## src/hdl/raas_pkg.sv

```systemverilog
`timescale 1ns / 1ps
// Shared constants, widths and divider handshake types for the range averaging block.
// No dependencies; every other file uses this package by scoped names.
package raas_pkg;

    localparam int ANCHORS = 4;   // anchors tracked, 1..8
    localparam int WINDOW  = 5;   // smoothing slots per anchor, 1..16

    localparam int IDX_W     = 8;   // anchor_id field
    localparam int BYTE_W    = 8;   // meters / centimeters fields
    localparam int CNT_W     = 8;   // sample count and refresh register
    localparam int SUM_W     = 26;  // per-anchor millimeter sum
    localparam int MM_W      = 18;  // one distance in millimeters
    localparam int OUT_ANC_W = 3;   // out_anchor field

    localparam int ANCHOR_W  = (ANCHORS > 1) ? $clog2(ANCHORS) : 1;
    localparam int WIN_IDX_W = (WINDOW > 1) ? $clog2(WINDOW) : 1;
    localparam int TOTAL_W   = MM_W + WIN_IDX_W + 1;  // ring total
    localparam int DIV_STEP_W = $clog2(SUM_W + 1);

    // total / WINDOW as (total * RECIP_K) >> RECIP_SH; exact for totals below 2**TOTAL_W
    localparam int RECIP_SH = TOTAL_W + WIN_IDX_W;
    localparam int RECIP_W  = RECIP_SH + 1;
    localparam int PROD_W   = TOTAL_W + RECIP_W;
    localparam logic [RECIP_W-1:0] RECIP_K =
        RECIP_W'(((64'd1 << RECIP_SH) + 64'(WINDOW) - 64'd1) / 64'(WINDOW));

    localparam logic [SUM_W-1:0] MM_PER_METER = SUM_W'(1000);
    localparam logic [SUM_W-1:0] MM_PER_CM    = SUM_W'(10);
    localparam logic [CNT_W-1:0] REFRESH_RST  = CNT_W'(5);
    localparam logic [CNT_W-1:0] CNT_MAX      = {CNT_W{1'b1}};

    typedef struct packed {
        logic             start;
        logic [SUM_W-1:0] dividend;
        logic [CNT_W-1:0] divisor;
    } div_req_t;

    typedef struct packed {
        logic             done;
        logic [SUM_W-1:0] quotient;
    } div_rsp_t;

endpackage

```

## src/hdl/raas_if.sv

```systemverilog
`timescale 1ns / 1ps
// Valid/ready channels for range reports (in) and smoothed results (out).
// Depends on raas_pkg for field widths.
interface raas_report_if;
    logic                             valid;
    logic                             ready;
    logic [raas_pkg::IDX_W-1:0]       anchor_id;
    logic [raas_pkg::BYTE_W-1:0]      meters_part;
    logic [raas_pkg::BYTE_W-1:0]      centimeters_part;

    modport source (output valid, anchor_id, meters_part, centimeters_part,
                    input ready);
    modport sink   (input valid, anchor_id, meters_part, centimeters_part,
                    output ready);
endinterface

interface raas_result_if;
    logic                             valid;
    logic                             ready;
    logic [raas_pkg::OUT_ANC_W-1:0]   out_anchor;
    logic [raas_pkg::MM_W-1:0]        smoothed_mm;
    logic                             had_samples;
    logic                             last_of_round;

    modport source (output valid, out_anchor, smoothed_mm, had_samples, last_of_round,
                    input ready);
    modport sink   (input valid, out_anchor, smoothed_mm, had_samples, last_of_round,
                    output ready);
endinterface

```

## src/hdl/raas_div.sv

```systemverilog
`timescale 1ns / 1ps
// Iterative restoring divider, one quotient bit per cycle.
// Depends on raas_pkg (widths, div_req_t / div_rsp_t).
module raas_div
(
    input  logic               clk,
    input  logic               rst_n,
    input  raas_pkg::div_req_t req,
    output raas_pkg::div_rsp_t rsp
);

    logic [raas_pkg::CNT_W-1:0]      rem_reg, rem_next;
    logic [raas_pkg::SUM_W-1:0]      q_reg, q_next;
    logic [raas_pkg::CNT_W-1:0]      dvs_reg, dvs_next;
    logic [raas_pkg::DIV_STEP_W-1:0] step_reg, step_next;
    logic                            busy_reg, busy_next;
    logic                            done_reg, done_next;

    logic [raas_pkg::CNT_W:0] trial;
    logic [raas_pkg::CNT_W:0] diff;
    logic                     fits;

    always_comb
    begin
        trial = {rem_reg, q_reg[raas_pkg::SUM_W-1]};
        fits  = trial >= {1'b0, dvs_reg};
        diff  = trial - {1'b0, dvs_reg};

        rem_next  = rem_reg;
        q_next    = q_reg;
        dvs_next  = dvs_reg;
        step_next = step_reg;
        busy_next = busy_reg;
        done_next = 1'b0;

        if (req.start)
        begin
            rem_next  = '0;
            q_next    = req.dividend;
            dvs_next  = req.divisor;
            step_next = raas_pkg::DIV_STEP_W'(raas_pkg::SUM_W);
            busy_next = 1'b1;
        end
        else if (busy_reg)
        begin
            // remainder stays below divisor, so the low CNT_W bits hold it
            rem_next  = fits ? diff[raas_pkg::CNT_W-1:0] : trial[raas_pkg::CNT_W-1:0];
            q_next    = {q_reg[raas_pkg::SUM_W-2:0], fits};
            step_next = step_reg - 1'b1;
            if (step_reg == raas_pkg::DIV_STEP_W'(1))
            begin
                busy_next = 1'b0;
                done_next = 1'b1;
            end
        end
    end

    always_ff @(posedge clk or negedge rst_n)
    begin
        if (!rst_n)
        begin
            busy_reg <= 1'b0;
            done_reg <= 1'b0;
            step_reg <= '0;
        end
        else
        begin
            busy_reg <= busy_next;
            done_reg <= done_next;
            step_reg <= step_next;
        end
    end

    always_ff @(posedge clk)
    begin
        rem_reg <= rem_next;
        q_reg   <= q_next;
        dvs_reg <= dvs_next;
    end

    assign rsp.done     = done_reg;
    assign rsp.quotient = q_reg;

endmodule

```

## src/hdl/range_accumulate_average_smooth.sv

```systemverilog
`timescale 1ns / 1ps
// Top level: per-anchor range accumulation, block mean and moving-average smoothing.
// Depends on raas_pkg, raas_if.sv (report/result channels) and raas_div.
//
//  channel   dir  handshake           payload
//  report    in   valid/ready         anchor_id[7:0] meters_part[7:0] centimeters_part[7:0]
//  result    out  valid/ready         out_anchor[2:0] smoothed_mm[17:0] had_samples last_of_round
//  cfg       in   cfg_we (no stall)   cfg_wdata[7:0] -> refresh_count
//
// A report that starts no round passes through accept, accumulate and one count
// compare per anchor. A round adds, per sampled anchor, a start step, a divide of
// sum / count on the shared divider, WINDOW ring reads, one reciprocal multiply
// for total / WINDOW and an emit step. An anchor without samples skips the
// divide and the ring and goes from its start step straight to emit. The divider
// is the limit.
// Reset is asynchronous, active low: sums, counts, rings and pointers clear at
// once and refresh_count returns to 5. report.ready is high only when idle; a
// full result register stalls the round in its emit step until it is taken.
module range_accumulate_average_smooth
(
    input  logic                       clk,
    input  logic                       rst_n,
    raas_report_if.sink                report,
    raas_result_if.source              result,
    input  logic                       cfg_we,
    input  logic [raas_pkg::CNT_W-1:0] cfg_wdata
);

    // sequencer, one-hot
    typedef enum logic [7:0] {
        S_IDLE  = 8'b0000_0001,
        S_ACC   = 8'b0000_0010,  // add report into its anchor
        S_CHECK = 8'b0000_0100,  // walk counts against refresh_count
        S_MEAN  = 8'b0000_1000,  // start sum / count
        S_DIV1  = 8'b0001_0000,  // wait mean, push into ring
        S_SUM   = 8'b0010_0000,  // add up ring slots
        S_DIV2  = 8'b0100_0000,  // total / WINDOW by reciprocal multiply
        S_EMIT  = 8'b1000_0000   // hand result to output register
    } state_t;

    state_t state_reg, state_next;

    logic [raas_pkg::CNT_W-1:0]     refresh_reg;
    logic [raas_pkg::ANCHOR_W-1:0]  anc_reg, anc_next;    // anchor under work
    logic [raas_pkg::WIN_IDX_W-1:0] slot_reg, slot_next;  // ring slot during sum
    logic                           fire_reg, fire_next;
    logic [raas_pkg::ANCHOR_W-1:0]  idx_reg, idx_next;
    logic [raas_pkg::BYTE_W-1:0]    m_reg, m_next;
    logic [raas_pkg::BYTE_W-1:0]    c_reg, c_next;
    logic [raas_pkg::TOTAL_W-1:0]   total_reg, total_next;
    logic [raas_pkg::MM_W-1:0]      val_reg, val_next;
    logic                           had_reg, had_next;

    logic [raas_pkg::SUM_W-1:0]     sum_reg  [raas_pkg::ANCHORS];
    logic [raas_pkg::SUM_W-1:0]     sum_next [raas_pkg::ANCHORS];
    logic [raas_pkg::CNT_W-1:0]     cnt_reg  [raas_pkg::ANCHORS];
    logic [raas_pkg::CNT_W-1:0]     cnt_next [raas_pkg::ANCHORS];
    logic [raas_pkg::WIN_IDX_W-1:0] ptr_reg  [raas_pkg::ANCHORS];
    logic [raas_pkg::WIN_IDX_W-1:0] ptr_next [raas_pkg::ANCHORS];
    logic [raas_pkg::MM_W-1:0]      ring_reg  [raas_pkg::ANCHORS][raas_pkg::WINDOW];
    logic [raas_pkg::MM_W-1:0]      ring_next [raas_pkg::ANCHORS][raas_pkg::WINDOW];

    // result register
    logic                           res_valid_reg, res_valid_next;
    logic [raas_pkg::OUT_ANC_W-1:0] res_anchor_reg;
    logic [raas_pkg::MM_W-1:0]      res_mm_reg;
    logic                           res_had_reg;
    logic                           res_last_reg;
    logic                           res_load;

    raas_pkg::div_req_t div_req;
    raas_pkg::div_rsp_t div_rsp;

    logic                           accept;
    logic                           anc_last;
    logic                           slot_last;
    logic                           out_free;
    logic [raas_pkg::SUM_W-1:0]     inc_mm;
    logic [raas_pkg::MM_W-1:0]      quo_mm;
    logic [raas_pkg::WIN_IDX_W-1:0] wr_ptr;
    logic [raas_pkg::PROD_W-1:0]    avg_prod;   // ring total times 1/WINDOW
    logic [raas_pkg::MM_W-1:0]      avg_mm;

    raas_div u_div
    (
        .clk   (clk),
        .rst_n (rst_n),
        .req   (div_req),
        .rsp   (div_rsp)
    );

    assign report.ready = (state_reg == S_IDLE);
    assign accept       = report.valid && report.ready;
    assign anc_last     = (anc_reg == raas_pkg::ANCHOR_W'(raas_pkg::ANCHORS - 1));
    assign slot_last    = (slot_reg == raas_pkg::WIN_IDX_W'(raas_pkg::WINDOW - 1));
    assign out_free     = !res_valid_reg || result.ready;
    assign inc_mm       = raas_pkg::SUM_W'(m_reg) * raas_pkg::MM_PER_METER
                        + raas_pkg::SUM_W'(c_reg) * raas_pkg::MM_PER_CM;
    assign quo_mm       = div_rsp.quotient[raas_pkg::MM_W-1:0];
    // pointer never passes WINDOW-1, but wrap defensively
    assign wr_ptr       = (ptr_reg[anc_reg] >= raas_pkg::WIN_IDX_W'(raas_pkg::WINDOW - 1)
                           && ptr_reg[anc_reg] != raas_pkg::WIN_IDX_W'(raas_pkg::WINDOW - 1))
                          ? '0 : ptr_reg[anc_reg];
    // truncating divide of the ring total by WINDOW
    assign avg_prod     = raas_pkg::PROD_W'(total_reg)
                        * raas_pkg::PROD_W'(raas_pkg::RECIP_K);
    assign avg_mm       = avg_prod[raas_pkg::RECIP_SH +: raas_pkg::MM_W];

    always_comb
    begin
        state_next     = state_reg;
        anc_next       = anc_reg;
        slot_next      = slot_reg;
        fire_next      = fire_reg;
        idx_next       = idx_reg;
        m_next         = m_reg;
        c_next         = c_reg;
        total_next     = total_reg;
        val_next       = val_reg;
        had_next       = had_reg;
        sum_next       = sum_reg;
        cnt_next       = cnt_reg;
        ptr_next       = ptr_reg;
        ring_next      = ring_reg;
        res_valid_next = res_valid_reg;
        res_load       = 1'b0;

        div_req.start    = 1'b0;
        div_req.dividend = sum_reg[anc_reg];
        div_req.divisor  = cnt_reg[anc_reg];

        if (res_valid_reg && result.ready)
        begin
            res_valid_next = 1'b0;
        end

        case (state_reg)
            S_IDLE:
            begin
                // out-of-range anchors are dropped here
                if (accept && report.anchor_id < raas_pkg::IDX_W'(raas_pkg::ANCHORS))
                begin
                    idx_next   = report.anchor_id[raas_pkg::ANCHOR_W-1:0];
                    m_next     = report.meters_part;
                    c_next     = report.centimeters_part;
                    state_next = S_ACC;
                end
            end

            S_ACC:
            begin
                sum_next[idx_reg] = sum_reg[idx_reg] + inc_mm;
                if (cnt_reg[idx_reg] != raas_pkg::CNT_MAX)
                begin
                    cnt_next[idx_reg] = cnt_reg[idx_reg] + 1'b1;
                end
                anc_next   = '0;
                fire_next  = 1'b0;
                state_next = S_CHECK;
            end

            S_CHECK:
            begin
                fire_next = fire_reg || (cnt_reg[anc_reg] >= refresh_reg);
                if (anc_last)
                begin
                    anc_next   = '0;
                    state_next = fire_next ? S_MEAN : S_IDLE;
                end
                else
                begin
                    anc_next = anc_reg + 1'b1;
                end
            end

            S_MEAN:
            begin
                if (cnt_reg[anc_reg] == '0)
                begin
                    val_next   = '0;
                    had_next   = 1'b0;
                    state_next = S_EMIT;
                end
                else
                begin
                    div_req.start = 1'b1;
                    state_next    = S_DIV1;
                end
            end

            S_DIV1:
            begin
                if (div_rsp.done)
                begin
                    // a zero mean leaves the ring untouched
                    if (quo_mm != '0)
                    begin
                        ring_next[anc_reg][wr_ptr] = quo_mm;
                        ptr_next[anc_reg] =
                            (wr_ptr == raas_pkg::WIN_IDX_W'(raas_pkg::WINDOW - 1))
                            ? '0 : wr_ptr + 1'b1;
                    end
                    slot_next  = '0;
                    total_next = '0;
                    state_next = S_SUM;
                end
            end

            S_SUM:
            begin
                total_next = total_reg
                           + raas_pkg::TOTAL_W'(ring_reg[anc_reg][slot_reg]);
                slot_next  = slot_reg + 1'b1;
                if (slot_last)
                begin
                    state_next = S_DIV2;
                end
            end

            S_DIV2:
            begin
                val_next   = avg_mm;
                had_next   = 1'b1;
                state_next = S_EMIT;
            end

            S_EMIT:
            begin
                if (out_free)
                begin
                    res_load       = 1'b1;
                    res_valid_next = 1'b1;
                    if (anc_last)
                    begin
                        for (int a = 0; a < raas_pkg::ANCHORS; a++)
                        begin
                            sum_next[a] = '0;
                            cnt_next[a] = '0;
                        end
                        state_next = S_IDLE;
                    end
                    else
                    begin
                        anc_next   = anc_reg + 1'b1;
                        state_next = S_MEAN;
                    end
                end
            end

            default:
            begin
                state_next = S_IDLE;
            end
        endcase
    end

    always_ff @(posedge clk or negedge rst_n)
    begin
        if (!rst_n)
        begin
            state_reg     <= S_IDLE;
            refresh_reg   <= raas_pkg::REFRESH_RST;
            anc_reg       <= '0;
            slot_reg      <= '0;
            fire_reg      <= 1'b0;
            res_valid_reg <= 1'b0;
            for (int a = 0; a < raas_pkg::ANCHORS; a++)
            begin
                sum_reg[a] <= '0;
                cnt_reg[a] <= '0;
                ptr_reg[a] <= '0;
                for (int k = 0; k < raas_pkg::WINDOW; k++)
                begin
                    ring_reg[a][k] <= '0;
                end
            end
        end
        else
        begin
            state_reg     <= state_next;
            anc_reg       <= anc_next;
            slot_reg      <= slot_next;
            fire_reg      <= fire_next;
            res_valid_reg <= res_valid_next;
            sum_reg       <= sum_next;
            cnt_reg       <= cnt_next;
            ptr_reg       <= ptr_next;
            ring_reg      <= ring_next;
            if (cfg_we)
            begin
                refresh_reg <= cfg_wdata;
            end
        end
    end

    // payload registers
    always_ff @(posedge clk)
    begin
        idx_reg   <= idx_next;
        m_reg     <= m_next;
        c_reg     <= c_next;
        total_reg <= total_next;
        val_reg   <= val_next;
        had_reg   <= had_next;
        if (res_load)
        begin
            res_anchor_reg <= raas_pkg::OUT_ANC_W'(anc_reg);
            res_mm_reg     <= val_reg;
            res_had_reg    <= had_reg;
            res_last_reg   <= anc_last;
        end
    end

    assign result.valid         = res_valid_reg;
    assign result.out_anchor    = res_anchor_reg;
    assign result.smoothed_mm   = res_mm_reg;
    assign result.had_samples   = res_had_reg;
    assign result.last_of_round = res_last_reg;

endmodule
```

## src/flat_wrapper.sv

```systemverilog
// flat-port wrapper written by rule: the top's interface ports become plain ports
module range_accumulate_average_smooth_flat 
  (clk, rst_n, cfg_we, cfg_wdata, report_valid, report_anchor_id, report_meters_part, report_centimeters_part, report_ready, result_valid, result_out_anchor, result_smoothed_mm, result_had_samples, result_last_of_round, result_ready);
  raas_report_if report_i ();
  raas_result_if result_i ();
  input  logic clk;
  input  logic rst_n;
  input  logic cfg_we;
  input  logic [raas_pkg::CNT_W-1:0] cfg_wdata;
  input wire logic [$bits(report_i.valid)-1:0] report_valid;
  input wire logic [$bits(report_i.anchor_id)-1:0] report_anchor_id;
  input wire logic [$bits(report_i.meters_part)-1:0] report_meters_part;
  input wire logic [$bits(report_i.centimeters_part)-1:0] report_centimeters_part;
  output wire logic [$bits(report_i.ready)-1:0] report_ready;
  output wire logic [$bits(result_i.valid)-1:0] result_valid;
  output wire logic [$bits(result_i.out_anchor)-1:0] result_out_anchor;
  output wire logic [$bits(result_i.smoothed_mm)-1:0] result_smoothed_mm;
  output wire logic [$bits(result_i.had_samples)-1:0] result_had_samples;
  output wire logic [$bits(result_i.last_of_round)-1:0] result_last_of_round;
  input wire logic [$bits(result_i.ready)-1:0] result_ready;
  assign report_i.valid = report_valid;
  assign report_i.anchor_id = report_anchor_id;
  assign report_i.meters_part = report_meters_part;
  assign report_i.centimeters_part = report_centimeters_part;
  assign report_ready = report_i.ready;
  assign result_valid = result_i.valid;
  assign result_out_anchor = result_i.out_anchor;
  assign result_smoothed_mm = result_i.smoothed_mm;
  assign result_had_samples = result_i.had_samples;
  assign result_last_of_round = result_i.last_of_round;
  assign result_i.ready = result_ready;
  range_accumulate_average_smooth u_core (.clk(clk), .rst_n(rst_n), .report(report_i), .result(result_i), .cfg_we(cfg_we), .cfg_wdata(cfg_wdata));
endmodule
```

## config.mk

```make
export PLATFORM = sky130hd
export DESIGN_NAME = range_accumulate_average_smooth_flat
export DESIGN_NICKNAME = d
export VERILOG_FILES = /design/src/hdl/raas_pkg.sv /design/src/hdl/raas_if.sv /design/src/hdl/raas_div.sv /design/src/hdl/range_accumulate_average_smooth.sv /design/src/flat_wrapper.sv
export SDC_FILE = /design/constraint.sdc
export NUM_CORES = 2
export LEC_CHECK = 0
export ABC_AREA = 0
export BUFFER_PORTS_ARGS = -buffer_cell sky130_fd_sc_hd__buf_2
export CAP_MARGIN = 40
export CORE_ASPECT_RATIO = 0.6
export CORE_MARGIN = 1
export CORE_UTILIZATION = 40
export CTS_BUF_LIST = sky130_fd_sc_hd__clkbuf_4 sky130_fd_sc_hd__clkbuf_8 sky130_fd_sc_hd__clkbuf_16
export DETAILED_ROUTE_END_ITERATION = 16
export REMOVE_ABC_BUFFERS = 1
export SYNTH_ARGS = -nofsm -noshare
export SYNTH_HDL_FRONTEND = slang
export SYNTH_HIERARCHICAL = 1
export SYNTH_SLANG_ARGS = --single-unit
export TNS_END_PERCENT = 100
```

## constraint.sdc

```tcl
create_clock -name clk -period 6.64 [get_ports clk]
set_input_delay 1.328 -clock clk [delete_from_list [all_inputs] [get_ports clk]]
set_output_delay 1.328 -clock clk [all_outputs]
set_load 0.05 [all_outputs]
```

==> results.cfg <==
[power]
powerDensity_nw_per_um2 = 181.0
ir_drop_v = 0.0001975
p_leak_uw = 0.02242

[drt]
avgViaCountPerCell = 5.424
final_antenna_net_count = 0
top_layer_used = met4
met2WireLength_mm = 39.06
avgRoutedWirePerCell_um = 21.63
drt_iter0_drc = 2139
drt_pass1_iterations = 5
via_count = 25769
drt-total-wl_mm = 102.8
wl_met3_mm = 7.401
drcViolationCount = 0
met1_length_mm = 55.09

[timing]
min_period_ns = 6.383
fmax_mhz = 156.7
clock_skew_ns = 0.06379
finalSetupViolCount = 0
tightest_slew_ns = 0.9411
slew_headroom_pct = 37.26
holdWs_ns = 0.4171
hold_viol = 0
period_share_pct = 96.13
drv_slew = 0

[finish]
instances_no_fill = 4751
fin_util_pct = 45.13
nNetsFinal = 3868
largest_register_ffs = 360
drive_gt1_share_pct = 27.69
area_growth_pct = 11.02

[floorplanning]
die_w_um = 415.8
initial_core_util_pct = 40.65
row_count = 90
die_y_um = 250.3
num_io_pins = 62
fp.dieArea_um2 = 104100
coreArea_um2 = 101100

[synth]
synth_area_per_cell_um2 = 12.49
ys_types = 97
synth-edff-count = 115
ys_ff_latch = 661
synth-seq-area-share_pct = 41.56
yosys_warnings = 6
synthDominantCellAreaShare_pct = 32.57
syn-instance-count = 3291
async_flop_share_pct = 81.39
synthTopCellsByCount = dfrtp_1 (535), inv_1 (392), mux2_2 (385)
syn-cell-area_um2 = 41100
synth_top_area_cell = dfrtp_1
yosys.cell_count.top_type = dfrtp_1
yosys-top-cells-area = dfrtp_1 (33%), mux2_2 (11%), mux4_2 (9.6%)
synth_top_flop_cell = dfrtp_1

[worst_setup_path]
worstPathMaxFanout = 4
cp_top_family = adder cells
worstPathRequired_ns = 7.00
critPathCaptureType = flip-flop
slowest_delay_ns = 0.51
start_kind = flip-flop
cp_num_buf_inv = 8
cp.arrival_ns = 6.74
cp_slowest_cell = fa_1
critPathKind = reg -> reg

[global_routing]
grt_pass1_wl_mm = 160.4
grt_pass1_vias = 25712
antenna_found_initial = 0
groute.usage.overall_pct = 19.92
grt_max_degree = 165
overflow = 0

[job]
maxCapViolCount = 0

[clocking]
cts.path.max_buffers = 3
clk_latency_ns = 0.69
ctsHoldBuffers = 0
numCtsBuffers = 59
cts_tree = built
clkTransAtPathRegs_ns = 0.07
cts.sinks = 661
cts-root-buf = clkbuf_16
h-tree-depth = 2

[min_path]
hold_class = reg -> reg

[placement]
dp_hpwl_mm = 72.70
placedCellCount = 4628
port_buffers = 60
gp_congestion = 0.8809

[run_status]
status = completed
[layout by cell type (no fill, tap or decap), types with 20 or more instances in the layout]
master | synthesis | layout
dfrtp_1 | 535 | 533
inv_1 | 392 | 388
a21o_1 | 41 | 41
o21ai_0 | 151 | 144
buf_4 | 15 | 92
nor2_1 | 98 | 95
mux4_2 | 176 | 176
clkbuf_16 | 0 | 62
fa_1 | 177 | 174
nand2b_1 | 21 | 21
and2_1 | 20 | 20
ha_1 | 286 | 270
nand3_1 | 47 | 46
xnor2_1 | 47 | 43
xor2_1 | 35 | 33
o22ai_1 | 22 | 21
a22o_1 | 33 | 33
edfxtp_1 | 115 | 115
mux2_2 | 385 | 385
a21oi_1 | 79 | 76
nand2_1 | 209 | 208
buf_2 | 35 | 59
[final cells by class]
| cell class | instances | area [um^2] |
|---|---|---|
| flip-flops and latches | 661 | 17090 |
| well taps | 1334 | 1669 |
| repair buffers | 169 | 1320 |
| multi-input cells | 2082 | 22060 |
| fillers | 9121 | 55490 |
| inverters | 395 | 1483 |
| diodes | 1 | 2.502 |
| clock inverters | 20 | 197.7 |
| clock buffers | 89 | 1817 |
[routing by layer]
| metal | GRT usage (%) | up-vias |
|---|---|---|
| met5 | 0 | - |
| met4 | 3.015 | 0 |
| met3 | 4.528 | 85 |
| met2 | 25.38 | 687 |
| met1 | 33.69 | 13265 |
| li1 | - | 11732 |
[timing repair]
item	in CTS	in global routing
pin swaps	0	26
endpoints found under the setup margin	3	48
buffers inserted	1	11
gates resized for setup	2	56
[per-stage QoR]
stage	instance area, um^2	worst slack, ns	setup TNS [ns]	total power [uW]
2_1_floorplan	40300	-4.416	-504.60	4549
3_3_place_gp	43030	0.03562	0	4744
3_5_place_dp	43220	-0.02469	-0.02469	4749
4_1_cts	45240	0.03037	0	8335
5_1_grt	45630	-0.03155	-0.04258	8565
6_report	45630	0.2570	0	8261
[worst paths after layout]
check	from	to	slack, ns	cells after the start
setup / recovery	u_core/total_reg[8]$_SDFFCE_PN0P_	u_core/val_reg[14]$_SDFFCE_PN0P_	0.26	25
hold / removal	u_core/val_reg[13]$_SDFFCE_PN0P_	u_core/result.smoothed_mm[13]$_DFFE_PP_	0.42	0
setup reg to reg	u_core/total_reg[8]$_SDFFCE_PN0P_	u_core/val_reg[14]$_SDFFCE_PN0P_	0.26	25
hold reg to reg	u_core/val_reg[13]$_SDFFCE_PN0P_	u_core/result.smoothed_mm[13]$_DFFE_PP_	0.42	0
max in group asynchronous	rst_n	u_core/u_div/step_reg[3]$_DFFE_PN0P_	4.86	2
min in group asynchronous	rst_n	u_core/ring_reg[301]$_DFFE_PN0P_	0.54	1
[kinds of logic (layout without fill, tap and decap cells)]
kind of cell             Yosys count  in the layout  synth area share, %
flip-flops                       661            661                41.56
multiplexers                     574            574                20.53
buffers and inverters            548            673                5.568
AND/OR/NAND/NOR                  529            529                6.493
adder cells (fa/ha/maj)          463            463                17.33
AO/OA/AOI/OAI                    432            432                6.728
XOR/XNOR                          83             83                1.787
other                              1              2             0.009124
[where the power goes]
| part | internal [uW] | switching [uW] | total, uW |
|---|---|---|---|
| registers | 4140 | 26.6 | 4160 |
| clock network | 1950 | 1640 | 3580 |
| logic | 187 | 330 | 517 |
| total | 6270 | 1990 | 8260 |
No activity file was read; power rests on OpenSTA's default activity.
